`config.mk`:
```
export PLATFORM = sky130hd
export DESIGN_NAME = polyline_rect_clip_top
export DESIGN_NICKNAME = d
export VERILOG_FILES = /design/src/prc_pkg.sv /design/src/polyline_rect_clip_top.sv /design/src/prc_ctrl.sv /design/src/prc_datapath.sv
export SDC_FILE = /design/constraint.sdc
export NUM_CORES = 2
export LEC_CHECK = 0
export BUFFER_PORTS_ARGS = -buffer_cell sky130_fd_sc_hd__buf_2
export CAP_MARGIN = 40
export CORE_MARGIN = 4
export CORE_UTILIZATION = 64
export CTS_CLUSTER_SIZE = 40
export DETAILED_ROUTE_END_ITERATION = 10
export PLACE_DENSITY = 0.86
export SLEW_MARGIN = 40
export SYNTH_ARGS = -nofsm -noshare
export SYNTH_HDL_FRONTEND = slang
export SYNTH_SLANG_ARGS = --single-unit
export TNS_END_PERCENT = 5
```
`constraint.sdc`:
```
create_clock -name clk_i -period 10.9 [get_ports clk_i]
set_input_delay 0.545 -clock clk_i [delete_from_list [all_inputs] [get_ports clk_i]]
set_output_delay 0.545 -clock clk_i [all_outputs]
set_load 0.1 [all_outputs]
```
`src/prc_pkg.sv`:
```
// Shared types and constants for the polyline rectangle clipper.
// Used by prc_ctrl, prc_datapath and polyline_rect_clip_top; no dependencies.
`timescale 1ns / 1ps

package prc_pkg;

  // Default coordinate width (signed fixed point, the binary point does not matter)
  localparam int unsigned COORD_WIDTH = 32;
  localparam int unsigned CFG_IDX_WIDTH = 8;

  // Outcode bits
  localparam logic [3:0] OC_LEFT   = 4'd1;
  localparam logic [3:0] OC_RIGHT  = 4'd2;
  localparam logic [3:0] OC_BOTTOM = 4'd4;
  localparam logic [3:0] OC_TOP    = 4'd8;

  // Number of clip steps before a segment is given up
  localparam logic [2:0] MAX_CLIPS = 3'd4;

  // Register indexes
  localparam logic [CFG_IDX_WIDTH-1:0] REG_WIN_LEFT   = 8'd0;
  localparam logic [CFG_IDX_WIDTH-1:0] REG_WIN_BOTTOM = 8'd1;
  localparam logic [CFG_IDX_WIDTH-1:0] REG_WIN_RIGHT  = 8'd2;
  localparam logic [CFG_IDX_WIDTH-1:0] REG_WIN_TOP    = 8'd3;

  typedef enum logic [2:0] {
    ST_IDLE,
    ST_TEST,
    ST_MUL,
    ST_DIV,
    ST_UPD,
    ST_HEAD,
    ST_TAIL
  } state_e;

  // Controller to datapath
  typedef struct packed {
    logic load_first;   // vertex opens a polyline
    logic load_seg;     // vertex closes a segment
    logic start_interp; // latch operands for one edge intersection
    logic mul_step;
    logic div_step;
    logic update_end;   // write intersection into the moving endpoint
    logic sel_head;     // present clipped start on the output
    logic commit;       // end point transferred: record tail
  } cmd_t;

  // Datapath to controller
  typedef struct packed {
    logic first;        // incoming vertex starts a polyline
    logic accept;       // both outcodes zero
    logic reject;       // trivially outside, or out of clip steps
    logic mul_done;
    logic div_done;
    logic need_head;    // clipped start does not continue the open piece
  } status_t;

endpackage

```
`src/polyline_rect_clip_top.sv`:
```
// Top level of the polyline rectangle clipper.
// Instantiates prc_ctrl and prc_datapath; depends on prc_pkg.
`timescale 1ns / 1ps

// Streams polyline vertices and clips each segment to the window with
// Cohen-Sutherland outcodes, emitting pieces of clipped points. One vertex is
// worked on at a time. A segment is tested again after each clip step, and for
// each of up to prc_pkg::MAX_CLIPS edge intersections runs the bit-serial
// multiplier, the restoring divider and an update step; each result point
// is then held on the output until the sink takes it. Window writes go
// through cfg_index_i 0..3 (left, bottom, right, top); other indexes are
// ignored.
module polyline_rect_clip_top #(
  parameter int unsigned CoordWidth = prc_pkg::COORD_WIDTH
) (
  input  logic                              clk_i,
  input  logic                              rst_ni,
  input  logic                              cfg_valid_i,
  output logic                              cfg_ready_o,
  input  logic [prc_pkg::CFG_IDX_WIDTH-1:0] cfg_index_i,
  input  logic [CoordWidth-1:0]             cfg_data_i,
  input  logic                              in_valid_i,
  output logic                              in_stall_o,
  input  logic [CoordWidth-1:0]             vert_x_i,
  input  logic [CoordWidth-1:0]             vert_y_i,
  input  logic                              line_start_i,
  output logic                              out_valid_o,
  input  logic                              out_stall_i,
  output logic [CoordWidth-1:0]             out_x_o,
  output logic [CoordWidth-1:0]             out_y_o,
  output logic                              piece_start_o,
  output logic                              last_of_item_o
);

  prc_pkg::cmd_t    cmd;
  prc_pkg::status_t status;

  assign cfg_ready_o    = 1'b1;
  assign piece_start_o  = cmd.sel_head;
  assign last_of_item_o = !cmd.sel_head;

  prc_ctrl u_ctrl (
    .clk_i       (clk_i),
    .rst_ni      (rst_ni),
    .in_valid_i  (in_valid_i),
    .in_stall_o  (in_stall_o),
    .out_valid_o (out_valid_o),
    .out_stall_i (out_stall_i),
    .status_i    (status),
    .cmd_o       (cmd)
  );

  prc_datapath #(
    .CoordWidth (CoordWidth)
  ) u_datapath (
    .clk_i        (clk_i),
    .rst_ni       (rst_ni),
    .cfg_we_i     (cfg_valid_i && cfg_ready_o),
    .cfg_index_i  (cfg_index_i),
    .cfg_data_i   (cfg_data_i),
    .vert_x_i     (vert_x_i),
    .vert_y_i     (vert_y_i),
    .line_start_i (line_start_i),
    .cmd_i        (cmd),
    .status_o     (status),
    .out_x_o      (out_x_o),
    .out_y_o      (out_y_o)
  );

endmodule

```
`src/prc_ctrl.sv`:
```
// Sequencing state machine for the polyline rectangle clipper.
// Depends on prc_pkg; drives prc_datapath through cmd_t and reads status_t.
`timescale 1ns / 1ps

module prc_ctrl (
  input  logic             clk_i,
  input  logic             rst_ni,
  input  logic             in_valid_i,
  output logic             in_stall_o,
  output logic             out_valid_o,
  input  logic             out_stall_i,
  input  prc_pkg::status_t status_i,
  output prc_pkg::cmd_t    cmd_o
);

  prc_pkg::state_e state_q, state_d;
  logic            in_xfer;
  logic            out_xfer;

  assign in_xfer  = in_valid_i && (state_q == prc_pkg::ST_IDLE);
  assign out_xfer = out_valid_o && !out_stall_i;

  // State register
  always_ff @(posedge clk_i or negedge rst_ni) begin
    if (!rst_ni) begin
      state_q <= prc_pkg::ST_IDLE;
    end else begin
      state_q <= state_d;
    end
  end

  // Next state
  always_comb begin
    state_d = state_q;
    case (state_q)
      prc_pkg::ST_IDLE: begin
        if (in_xfer && !status_i.first) state_d = prc_pkg::ST_TEST;
      end
      prc_pkg::ST_TEST: begin
        if (status_i.accept) begin
          state_d = status_i.need_head ? prc_pkg::ST_HEAD : prc_pkg::ST_TAIL;
        end else if (status_i.reject) begin
          state_d = prc_pkg::ST_IDLE;
        end else begin
          state_d = prc_pkg::ST_MUL;
        end
      end
      prc_pkg::ST_MUL: begin
        if (status_i.mul_done) state_d = prc_pkg::ST_DIV;
      end
      prc_pkg::ST_DIV: begin
        if (status_i.div_done) state_d = prc_pkg::ST_UPD;
      end
      prc_pkg::ST_UPD:  state_d = prc_pkg::ST_TEST;
      prc_pkg::ST_HEAD: begin
        if (out_xfer) state_d = prc_pkg::ST_TAIL;
      end
      prc_pkg::ST_TAIL: begin
        if (out_xfer) state_d = prc_pkg::ST_IDLE;
      end
      default: state_d = prc_pkg::ST_IDLE;
    endcase
  end

  // Outputs and commands
  always_comb begin
    cmd_o       = '0;
    in_stall_o  = (state_q != prc_pkg::ST_IDLE);
    out_valid_o = 1'b0;
    case (state_q)
      prc_pkg::ST_IDLE: begin
        cmd_o.load_first = in_xfer && status_i.first;
        cmd_o.load_seg   = in_xfer && !status_i.first;
      end
      prc_pkg::ST_TEST: begin
        cmd_o.start_interp = !status_i.accept && !status_i.reject;
      end
      prc_pkg::ST_MUL: cmd_o.mul_step = 1'b1;
      prc_pkg::ST_DIV: cmd_o.div_step = 1'b1;
      prc_pkg::ST_UPD: cmd_o.update_end = 1'b1;
      prc_pkg::ST_HEAD: begin
        out_valid_o    = 1'b1;
        cmd_o.sel_head = 1'b1;
      end
      prc_pkg::ST_TAIL: begin
        out_valid_o  = 1'b1;
        cmd_o.commit = out_xfer;
      end
      default: ;
    endcase
  end

endmodule

```
`src/prc_datapath.sv`:
```
// Datapath of the polyline rectangle clipper: window, vertex state, outcodes
// and a shift-add multiplier feeding a restoring divider. Depends on prc_pkg.
`timescale 1ns / 1ps

module prc_datapath #(
  parameter int unsigned CoordWidth = prc_pkg::COORD_WIDTH
) (
  input  logic                              clk_i,
  input  logic                              rst_ni,
  input  logic                              cfg_we_i,
  input  logic [prc_pkg::CFG_IDX_WIDTH-1:0] cfg_index_i,
  input  logic [CoordWidth-1:0]             cfg_data_i,
  input  logic [CoordWidth-1:0]             vert_x_i,
  input  logic [CoordWidth-1:0]             vert_y_i,
  input  logic                              line_start_i,
  input  prc_pkg::cmd_t                     cmd_i,
  output prc_pkg::status_t                  status_o,
  output logic [CoordWidth-1:0]             out_x_o,
  output logic [CoordWidth-1:0]             out_y_o
);

  localparam int unsigned W  = CoordWidth;
  localparam int unsigned DW = CoordWidth + 1;  // magnitude of a difference
  localparam int unsigned PW = 2 * DW;          // product / dividend
  localparam int unsigned CW = $clog2(PW + 1);
  localparam logic [CW-1:0] MulLast = CW'(DW - 1);
  localparam logic [CW-1:0] DivLast = CW'(PW - 1);

  logic signed [W-1:0] win_left_q, win_bottom_q, win_right_q, win_top_q;
  logic signed [W-1:0] prev_x_q, prev_y_q, tail_x_q, tail_y_q;
  logic signed [W-1:0] x0_q, y0_q, x1_q, y1_q;
  logic                have_prev_q, piece_open_q;
  logic [2:0]          clips_q;

  // Intersection unit state
  logic                horiz_q;    // top/bottom edge: y set to edge, x computed
  logic                mv_end_q;   // 1: endpoint 1 moves
  logic signed [W-1:0] edge_q;
  logic signed [W-1:0] a0_q;
  logic                neg_q;
  logic [DW-1:0]       m2_q, m3_q, rem_q;
  logic [PW-1:0]       mcand_q, prod_q;
  logic [CW-1:0]       cnt_q;

  logic [3:0] c0, c1, co;

  // Window registers
  always_ff @(posedge clk_i or negedge rst_ni) begin
    if (!rst_ni) begin
      win_left_q   <= '0;
      win_bottom_q <= '0;
      win_right_q  <= '0;
      win_top_q    <= '0;
    end else if (cfg_we_i) begin
      case (cfg_index_i)
        prc_pkg::REG_WIN_LEFT:   win_left_q   <= cfg_data_i;
        prc_pkg::REG_WIN_BOTTOM: win_bottom_q <= cfg_data_i;
        prc_pkg::REG_WIN_RIGHT:  win_right_q  <= cfg_data_i;
        prc_pkg::REG_WIN_TOP:    win_top_q    <= cfg_data_i;
        default: ;
      endcase
    end
  end

  // Outcodes of the two working endpoints
  function automatic logic [3:0] outcode(
    input logic signed [W-1:0] x, input logic signed [W-1:0] y,
    input logic signed [W-1:0] l, input logic signed [W-1:0] r,
    input logic signed [W-1:0] b, input logic signed [W-1:0] t);
    logic [3:0] c;
    c = '0;
    if (x < l)      c = c | prc_pkg::OC_LEFT;
    else if (x > r) c = c | prc_pkg::OC_RIGHT;
    if (y < b)      c = c | prc_pkg::OC_BOTTOM;
    else if (y > t) c = c | prc_pkg::OC_TOP;
    return c;
  endfunction

  assign c0 = outcode(x0_q, y0_q, win_left_q, win_right_q, win_bottom_q, win_top_q);
  assign c1 = outcode(x1_q, y1_q, win_left_q, win_right_q, win_bottom_q, win_top_q);
  assign co = (c0 != 4'd0) ? c0 : c1;

  // Operand selection for the next intersection
  logic                use_h;
  logic signed [W-1:0] sa0, sa1, sb0, sb1, se;
  logic signed [DW-1:0] d1, d2, d3;

  always_comb begin
    use_h = (co & (prc_pkg::OC_TOP | prc_pkg::OC_BOTTOM)) != 4'd0;
    if (use_h) begin
      sa0 = x0_q; sa1 = x1_q; sb0 = y0_q; sb1 = y1_q;
      se  = ((co & prc_pkg::OC_TOP) != 4'd0) ? win_top_q : win_bottom_q;
    end else begin
      sa0 = y0_q; sa1 = y1_q; sb0 = x0_q; sb1 = x1_q;
      se  = ((co & prc_pkg::OC_RIGHT) != 4'd0) ? win_right_q : win_left_q;
    end
    d1 = $signed({sa1[W-1], sa1}) - $signed({sa0[W-1], sa0});
    d2 = $signed({se[W-1], se})   - $signed({sb0[W-1], sb0});
    d3 = $signed({sb1[W-1], sb1}) - $signed({sb0[W-1], sb0});
  end

  // Divider step
  logic [DW:0]   rem_sh;
  logic          ge;
  logic [DW-1:0] rem_nx;

  assign rem_sh = {rem_q, prod_q[PW-1]};
  assign ge     = rem_sh >= {1'b0, m3_q};
  assign rem_nx = ge ? DW'(rem_sh - {1'b0, m3_q}) : rem_sh[DW-1:0];

  // Final coordinate: a0 plus signed quotient, wrapped
  logic [W-1:0]        quo;
  logic signed [W-1:0] res;

  assign quo = prod_q[W-1:0];
  assign res = (m3_q == '0) ? a0_q : (a0_q + (neg_q ? (W'(0) - quo) : quo));

  // Intersection unit
  always_ff @(posedge clk_i or negedge rst_ni) begin
    if (!rst_ni) begin
      cnt_q <= '0;
    end else if (cmd_i.start_interp) begin
      cnt_q <= '0;
    end else if (cmd_i.mul_step) begin
      cnt_q <= (cnt_q == MulLast) ? '0 : cnt_q + CW'(1);
    end else if (cmd_i.div_step) begin
      cnt_q <= cnt_q + CW'(1);
    end
  end

  always_ff @(posedge clk_i) begin
    if (cmd_i.start_interp) begin
      horiz_q  <= use_h;
      mv_end_q <= (c0 == 4'd0);
      edge_q   <= se;
      a0_q     <= sa0;
      neg_q    <= d1[DW-1] ^ d2[DW-1] ^ d3[DW-1];
      mcand_q  <= PW'(d1[DW-1] ? (DW'(0) - d1) : d1);
      m2_q     <= d2[DW-1] ? (DW'(0) - d2) : d2;
      m3_q     <= d3[DW-1] ? (DW'(0) - d3) : d3;
      prod_q   <= '0;
      rem_q    <= '0;
    end else if (cmd_i.mul_step) begin
      if (m2_q[0]) prod_q <= prod_q + mcand_q;
      mcand_q <= {mcand_q[PW-2:0], 1'b0};
      m2_q    <= {1'b0, m2_q[DW-1:1]};
    end else if (cmd_i.div_step) begin
      rem_q  <= rem_nx;
      prod_q <= {prod_q[PW-2:0], ge};
    end
  end

  // Vertex and piece state
  always_ff @(posedge clk_i or negedge rst_ni) begin
    if (!rst_ni) begin
      have_prev_q  <= 1'b0;
      piece_open_q <= 1'b0;
      prev_x_q     <= '0;
      prev_y_q     <= '0;
      tail_x_q     <= '0;
      tail_y_q     <= '0;
      clips_q      <= '0;
    end else begin
      if (cmd_i.load_first || cmd_i.load_seg) begin
        prev_x_q    <= vert_x_i;
        prev_y_q    <= vert_y_i;
        have_prev_q <= 1'b1;
      end
      if (cmd_i.load_first) piece_open_q <= 1'b0;
      if (cmd_i.load_seg) clips_q <= '0;
      if (cmd_i.update_end) clips_q <= clips_q + 3'd1;
      if (cmd_i.commit) begin
        tail_x_q     <= x1_q;
        tail_y_q     <= y1_q;
        piece_open_q <= 1'b1;
      end
    end
  end

  // Working segment endpoints
  always_ff @(posedge clk_i) begin
    if (cmd_i.load_seg) begin
      x0_q <= prev_x_q;
      y0_q <= prev_y_q;
      x1_q <= vert_x_i;
      y1_q <= vert_y_i;
    end else if (cmd_i.update_end) begin
      if (mv_end_q) begin
        x1_q <= horiz_q ? res : edge_q;
        y1_q <= horiz_q ? edge_q : res;
      end else begin
        x0_q <= horiz_q ? res : edge_q;
        y0_q <= horiz_q ? edge_q : res;
      end
    end
  end

  // Status
  assign status_o.first     = line_start_i || !have_prev_q;
  assign status_o.accept    = (c0 | c1) == 4'd0;
  assign status_o.reject    = ((c0 & c1) != 4'd0) || (clips_q == prc_pkg::MAX_CLIPS);
  assign status_o.mul_done  = cmd_i.mul_step && (cnt_q == MulLast);
  assign status_o.div_done  = cmd_i.div_step && (cnt_q == DivLast);
  assign status_o.need_head = !piece_open_q || (tail_x_q != x0_q) || (tail_y_q != y0_q);

  // Result point
  assign out_x_o = cmd_i.sel_head ? x0_q : x1_q;
  assign out_y_o = cmd_i.sel_head ? y0_q : y1_q;

endmodule
```
=== Word-level counts from Yosys, hierarchy flattened ===
Index checks and enable logic that the tools add are counted.

* Input bits: 110
* Register bits after elaboration: 697
* Output and inout bits: 69

* Muxes and demuxes: 70
* Reduce and logical (&&, ||, !) cells: 44
* Equal/unequal tests: 21
* Bitwise logic cells: 5
* $add $sub $neg: 12
* Order comparisons: 9

{| class="wikitable"
|+ Operator list
! operator !! count
|-
| 32-bit two-way mux || 26
|-
| 66-bit two-way mux || 6
|-
| 33-bit two-way mux || 4
|-
| 32-bit > comparator || 4
|-
| 32-bit less-than comparator || 4
|-
| 32-bit by 32-bit subtractor with 33-bit output || 3
|-
| 66-bit adder || 1
|-
| 1-bit by 33-bit subtractor with 33-bit output (first input constant) || 2
|-
| 32-bit != test || 2
|-
| 34-bit by 33-bit greater-or-equal comparator with 1-bit output || 1
|-
| 1-bit by 33-bit subtractor with 34-bit output (first input constant) || 1
|-
| 33-bit logical NOT || 1
|-
| 33-bit subtractor || 1
|-
| 32-bit adder || 1
|-
| 1-bit by 32-bit subtractor with 32-bit output (first input constant) || 1
|-
| 4-bit two-way mux || 7
|-
| 7-bit two-way mux || 4
|-
| 3-bit two-way mux || 8
|-
| 3-bit case mux with 7 select lines || 1
|-
| 8-bit by 2-bit == test with 1-bit output (second input constant) || 2
|-
| 2-bit AND reduction || 8
|-
| 3-bit == test (second input constant) || 4
|-
| 4-bit nonzero test || 3
|-
| 2-bit two-way mux || 5
|-
| other kinds (24) || 61
|}

=== Logic depth before layout (Yosys ltp) ===
* Depth in word-level cells: 13
* Depth in mapped cells: 43
* Depth with buffers taken out: 36

=== Hierarchy ===
From an unflattened synthesis, not the netlist that was laid out.

* Cells, all modules: 5,741
* Area, all modules: 52,141.3 µm²

{| class="wikitable"
|+ By module, submodules not included
! module !! area an instance (µm²) !! sequential area each (µm²) !! cells an instance !! times used
|-
| prc_datapath || 51,809.7 || 18,507.8 || 5,696 || 1
|-
| prc_ctrl || 316.6 || 75.1 || 42 || 1
|-
| polyline_rect_clip_top || 15.0 || 0.0 || 3 || 1
|}

=== Worst setup path after synthesis ===
No wires, ideal clock.

* Kind: reg2reg
* Start point: reg u_datapath.y1_q[6]
* End point: reg u_datapath.mcand_q[27], data pin
* Cell stages (with the launch flop): 41
* Setup time: 267 ps
* Setup slack: 1,727 ps
* Data arrival time: 8,906 ps
* Path buffers: 6
* Cells stage by stage: edfxtp_1 > ha_1 > a21o_1 > a2111oi_0 > or4_1 > a31oi_1 > nor4_2 > mux2_4 > a211oi_2 > nor2_2 > inv_2 > buf_6 > buf_4 > buf_4 > buf_2 > clkbuf_1 > buf_1 > nor2_1 > [5 not listed] > a21oi_1 > o21ai_0 > a21oi_1 > o21ai_0 > a21oi_1 > o21a_1 > o21bai_1 > a21oi_1 > xnor2_1 > nor4_1 > o21ai_0 > or4b_1 > or3_1 > or3_1 > or4_1 > o31ai_1 > xor2_1 > o21ai_0

* Word-level cells in the longest chain between the ends: 10
* Elaborated cells between the ends (all ways): 21

{| class="wikitable"
|+ RTL lines
! element !! line !! source
|-
| start, declared || prc_datapath.sv:31 || <nowiki>logic signed [W-1:0] x0_q, y0_q, x1_q, y1_q;</nowiki>
|-
| start signal, assigned || prc_datapath.sv:186 || <nowiki>y1_q <= vert_y_i;</nowiki>
|-
| start signal, assigned || prc_datapath.sv:190 || <nowiki>y1_q <= horiz_q ? edge_q : res;</nowiki>
|-
| 32-bit > comparator || prc_datapath.sv:75 || <nowiki>else if (y > t) c = c | prc_pkg::OC_TOP;</nowiki>
|-
| 4-bit two-way mux || prc_datapath.sv:75 ||
|-
| 4-bit two-way mux || prc_datapath.sv:74 || <nowiki>if (y < b) c = c | prc_pkg::OC_BOTTOM;</nowiki>
|-
| 4-bit two-way mux or 4-bit bitwise AND (tied branches) || prc_datapath.sv:81, prc_datapath.sv:201 ||
|-
| 4-bit nonzero test (on tied branches) || prc_datapath.sv:89, prc_datapath.sv:201 ||
|-
| 32-bit two-way mux or 1-bit logical OR (tied branches) || prc_datapath.sv:90, prc_datapath.sv:201 ||
|-
| 32-bit by 32-bit subtractor with 33-bit output or 1-bit logical NOT (tied branches) || prc_datapath.sv:97, prc_ctrl.sv:76 ||
|-
| 1-bit by 33-bit subtractor with 34-bit output or 1-bit logical AND (tied branches) || prc_datapath.sv:138, prc_ctrl.sv:76 ||
|-
| 66-bit two-way mux or 1-bit two-way mux (tied branches) || prc_datapath.sv:138, prc_ctrl.sv:70 ||
|-
| 66-bit two-way mux * || prc_datapath.sv:132 || <nowiki>if (cmd_i.start_interp) begin</nowiki>
|-
| end signal, assigned || prc_datapath.sv:138 || <nowiki>mcand_q <= PW'(d1[DW-1] ? (DW'(0) - d1) : d1);</nowiki>
|-
| end signal, assigned || prc_datapath.sv:145 || <nowiki>mcand_q <= {mcand_q[PW-2:0], 1'b0};</nowiki>
|-
| end, declared || prc_datapath.sv:42 || <nowiki>logic [PW-1:0] mcand_q, prod_q;</nowiki>
|}

Every way passes the cells marked *; elsewhere a longest branch is shown, timed or not.
A chain may end at the register's enable or synchronous reset.

=== Final worst setup path ===
* Start point: reg u_datapath.y1_q[14]
* End point: reg u_datapath.mcand_q[31], data pin

* Word-level cells in the longest chain between the ends: 10
* Elaborated cells between the ends (all ways): 21

{| class="wikitable"
|+ RTL lines
! element !! line !! source
|-
| 32-bit > comparator || prc_datapath.sv:75 ||
|-
| 4-bit two-way mux || prc_datapath.sv:75 ||
|-
| 4-bit two-way mux * || prc_datapath.sv:74 ||
|-
| 4-bit two-way mux * || prc_datapath.sv:81 || <nowiki>assign co = (c0 != 4'd0) ? c0 : c1;</nowiki>
|-
| 4-bit nonzero test * || prc_datapath.sv:89 || <nowiki>use_h = (co & (prc_pkg::OC_TOP | prc_pkg::OC_BOTTOM)) != 4'd0;</nowiki>
|-
| 32-bit two-way mux * || prc_datapath.sv:90 || <nowiki>if (use_h) begin</nowiki>
|-
| net u_datapath.sa0[0] || prc_datapath.sv:85 || <nowiki>logic signed [W-1:0] sa0, sa1, sb0, sb1, se;</nowiki>
|-
| 32-bit by 32-bit subtractor with 33-bit output * || prc_datapath.sv:97 || <nowiki>d1 = $signed({sa1[W-1], sa1}) - $signed({sa0[W-1], sa0});</nowiki>
|-
| 1-bit by 33-bit subtractor with 34-bit output || prc_datapath.sv:138 ||
|-
| 66-bit two-way mux * || prc_datapath.sv:138 ||
|-
| 66-bit two-way mux * || prc_datapath.sv:132 ||
|}

Mark *: on every way through the listed nets, which the timed path passes. The rest lies on a longest branch.

==> results.json <==
{
  "outcome": "finished, final reports clean",
  "post_synth.cell_area_avg_um2": 8.844,
  "io_buffer_count": 177,
  "post_route_cells_drive_above_1_share_pct": 11.91,
  "synth_most_common_cell": "sky130_fd_sc_hd__nand2_1",
  "cts_htree_levels": 3,
  "synth.area.top_cells": "sky130_fd_sc_hd__edfxtp_1, sky130_fd_sc_hd__dfrtp_1, sky130_fd_sc_hd__ha_1, sky130_fd_sc_hd__nand2_1, sky130_fd_sc_hd__mux2_2",
  "totalNegativeSetupSlack_ns": 0,
  "start_util_pct": 64.80,
  "area_occupied_by_registers_um2": 18580,
  "synth_enable_flop_cells": 327,
  "met1_use_gr_pct": 58.35,
  "reported_max_cap_violation_count": 0,
  "rows": 104,
  "unrepaired_setup_endpoints_after_global_routing": "no",
  "area_taken_by_multi_input_logic_gates_um2": 31810,
  "finalCriticalPeriod_ns": 10.06,
  "fin_nets": 6619,
  "cts_buffers": 79,
  "finClkSkew_ns": 0.03841,
  "via_count_of_the_first_global_routing_pass": 46567,
  "synth-warning-count": 0,
  "antenna_violating_nets_post_route": 0,
  "synth_top_area_share_pct": 18.72,
  "die_h_um": 294.3,
  "vias": 48746,
  "cts_root_buffer": "sky130_fd_sc_hd__clkbuf_16",
  "hold_path.class": "primary input to flop",
  "post_cts_buffers": 0,
  "antenna_found_initial": 14,
  "top_ff_cell_synth": "sky130_fd_sc_hd__edfxtp_1",
  "cts_buffer_depth": 3,
  "gp_congestion": 1.058,
  "slew_violations": 0,
  "detail_route.first_pass.iterations": 7,
  "postSynthRegisterBits": 697,
  "mappedNetlistArea_um2": 52440,
  "post_drt_via_cell_ratio": 6.804,
  "cts_num_sinks": 697,
  "drt_iter0_markers": 6042,
  "crit_slowest_cell": "sky130_fd_sc_hd__nor4_1",
  "totalWireLength_um": 197200,
  "timing.critical_path.slowest_cell_delay_ns": 0.66,
  "boundaryPins": 179,
  "timing.max_slew.rel_slack_pct": 34.61,
  "floorplan.core_area_um2": 80940,
  "globalRouteMet3Util_pct": 14.06,
  "cp.arrival_ns": 10.42,
  "cts.reportedPaths.clkPinSlew_ns": 0.07,
  "fmaxAchievable_mhz": 99.42,
  "flow.area_growth_from_synthesis_pct": 9.507,
  "grt-ovfl-total": 0,
  "tritoncts": "done",
  "grt.busiest_layer": "met2",
  "cp.required_ns": 11.26,
  "hpwlAfterDp_um": 149500,
  "grt_util_met2_pct": 67.12,
  "syn-instance-count": 5930,
  "globalRouteTotalUtil_pct": 44.61,
  "report.final.setup_viol": 0,
  "drc_errors": 0,
  "synthDistinctLibCells": 109,
  "crit_path_frequent_cell": "sky130_fd_sc_hd__o21ai_0",
  "hold_viol_final": 0,
  "dieWidth_um": 294.3,
  "path_type_of_the_worst_setup_path": "flop to flop",
  "layout_worst_path_cycle_share_pct": 92.27,
  "synth.net_count": 6519,
  "startpoint_type": "flop",
  "post_synth_top_cells": "sky130_fd_sc_hd__nand2_1, sky130_fd_sc_hd__ha_1, sky130_fd_sc_hd__a21oi_1",
  "fillerInstances": 6162,
  "tightest_slew_ns": 0.9808,
  "seq_area_frac_synth_pct": 35.43,
  "design.die.area_um2": 86590,
  "async_reset_ff_share_pct": 38.88,
  "timing.critical_path.to_type": "flop",
  "path_max_fanout": 19,
  "grt_start_max_net_pins": 152,
  "grt_pass1_wl_um": 289900,
  "clock_latency_ns": 0.67,
  "route.detailed.wl_per_inst_um": 27.53,
  "synth_area_leader_cell": "sky130_fd_sc_hd__edfxtp_1"
}
[logic make-up after synthesis]
kind of cell / Yosys count / synth area share (%)
buf+inv: 593 / 4.321
other cells: 1 / 0.007150
xor+xnor: 364 / 6.079
flops: 697 / 35.43
fa+ha+maj: 491 / 11.74
mux: 328 / 6.833
compound gates: 1621 / 19.57
simple gates: 1835 / 16.02
[timing repair]
item                                   in CTS  in global routing
setup endpoints to repair                   0                  0
resized for setup                           0                  0
hold buffers                                1                  0
endpoints found under the hold margin      68                  0
[registers in the layout, indices dropped and copies added, names as in the netlist, 33 cells and up]
signal / count
u_datapath.prod_q: 66
u_datapath.mcand_q: 66
u_datapath.m3_q: 33
u_datapath.m2_q: 33
u_datapath.rem_q: 33
[worst max-delay path: cells and delay by family, from the launching register on]
kind / cells / cell delay, ns
XOR/XNOR: 2 / 0.31
AO/OA/AOI/OAI: 16 / 3.94
AND/OR/NAND/NOR: 9 / 3.54
multiplexers: 1 / 0.37
buffers and inverters: 1 / 0.05
adder cells (fa/ha/maj): 3 / 1.03
flip-flops: 1 / 0.52
[metrics by stage]
step	std cells	instance area, µm²	setup slack (ns)	util [%]	hold slack (ns)
floorplan	5930	52440	1.727	-	0.2494
global placement	7006	54510	0.9816	67.34	0.4433
detailed placement	7007	54570	0.9525	67.42	0.4489
CTS	7155	57310	0.8821	70.81	0.1096
global route	7157	57410	0.2188	70.93	0.1284
finish	7164	57430	0.8421	70.96	0.1317
[metal layers]
layer	share of wire (%)	vias to the layer above
met5	0.020	-
met2	43	3074
met4	6.0	6
met1	38	23355
met3	13	644
li1	-	21667
[layout make-up]
| cell class | instances | share of cell area [%] |
|---|---|---|
| Multi-Input combinational cell | 4640 | 55.38 |
| Sequential cell | 697 | 32.36 |
| Clock buffer | 114 | 4.085 |
| Timing Repair Buffer | 273 | 2.922 |
| Tap cell | 1060 | 2.309 |
| Inverter | 339 | 2.240 |
| Clock inverter | 33 | 0.6710 |
| Antenna cell | 8 | 0.03486 |
[cell usage in the layout, fill, tap and decap left out, types with 40 or more instances in the layout]
master / synthesis / routed
sky130_fd_sc_hd__nand2_1: 782 / 778
sky130_fd_sc_hd__o21ai_0: 412 / 409
sky130_fd_sc_hd__buf_2: 11 / 176
sky130_fd_sc_hd__nor4_1: 42 / 40
sky130_fd_sc_hd__xnor2_1: 233 / 232
sky130_fd_sc_hd__o21a_1: 41 / 41
sky130_fd_sc_hd__a211oi_1: 84 / 82
sky130_fd_sc_hd__xor2_1: 131 / 131
sky130_fd_sc_hd__clkbuf_16: 0 / 85
sky130_fd_sc_hd__a21o_1: 177 / 177
sky130_fd_sc_hd__nand4_1: 69 / 69
sky130_fd_sc_hd__nor3_1: 90 / 88
sky130_fd_sc_hd__and2_1: 62 / 61
sky130_fd_sc_hd__nor2_1: 429 / 426
sky130_fd_sc_hd__nand3_1: 98 / 97
sky130_fd_sc_hd__dfxtp_1: 99 / 99
sky130_fd_sc_hd__inv_1: 336 / 335
sky130_fd_sc_hd__dfrtp_1: 271 / 271
sky130_fd_sc_hd__a21oi_1: 472 / 460
sky130_fd_sc_hd__ha_1: 473 / 473
sky130_fd_sc_hd__edfxtp_1: 327 / 327
sky130_fd_sc_hd__mux2i_1: 98 / 96
sky130_fd_sc_hd__mux2_2: 226 / 226
sky130_fd_sc_hd__o22ai_1: 43 / 43
sky130_fd_sc_hd__nand2b_1: 52 / 52
sky130_fd_sc_hd__buf_4: 3 / 86
sky130_fd_sc_hd__nor2b_1: 47 / 46
[final timing paths]
| kind | start | cells past startpoint | slack [ns] | end |
|---|---|---|---|---|
| max | u_datapath.y1_q[14] | 32 | 0.84 | u_datapath.mcand_q[31] |
| min | vert_x_i[2] | 2 | 0.13 | u_datapath.prev_x_q[2] |
| max reg2reg | u_datapath.y1_q[14] | 32 | 0.84 | u_datapath.mcand_q[31] |
| min reg2reg | u_datapath.have_prev_q | 1 | 0.46 | u_datapath.have_prev_q |
| max in group asynchronous | rst_ni | 4 | 9.10 | u_datapath.win_left_q[6] |
| min in group asynchronous | rst_ni | 2 | 0.51 | u_datapath.prev_x_q[22] |
Power is left out: the tool's default activity adds up to more than one toggle a clock period on the data nets, which glitch-free logic cannot reach.
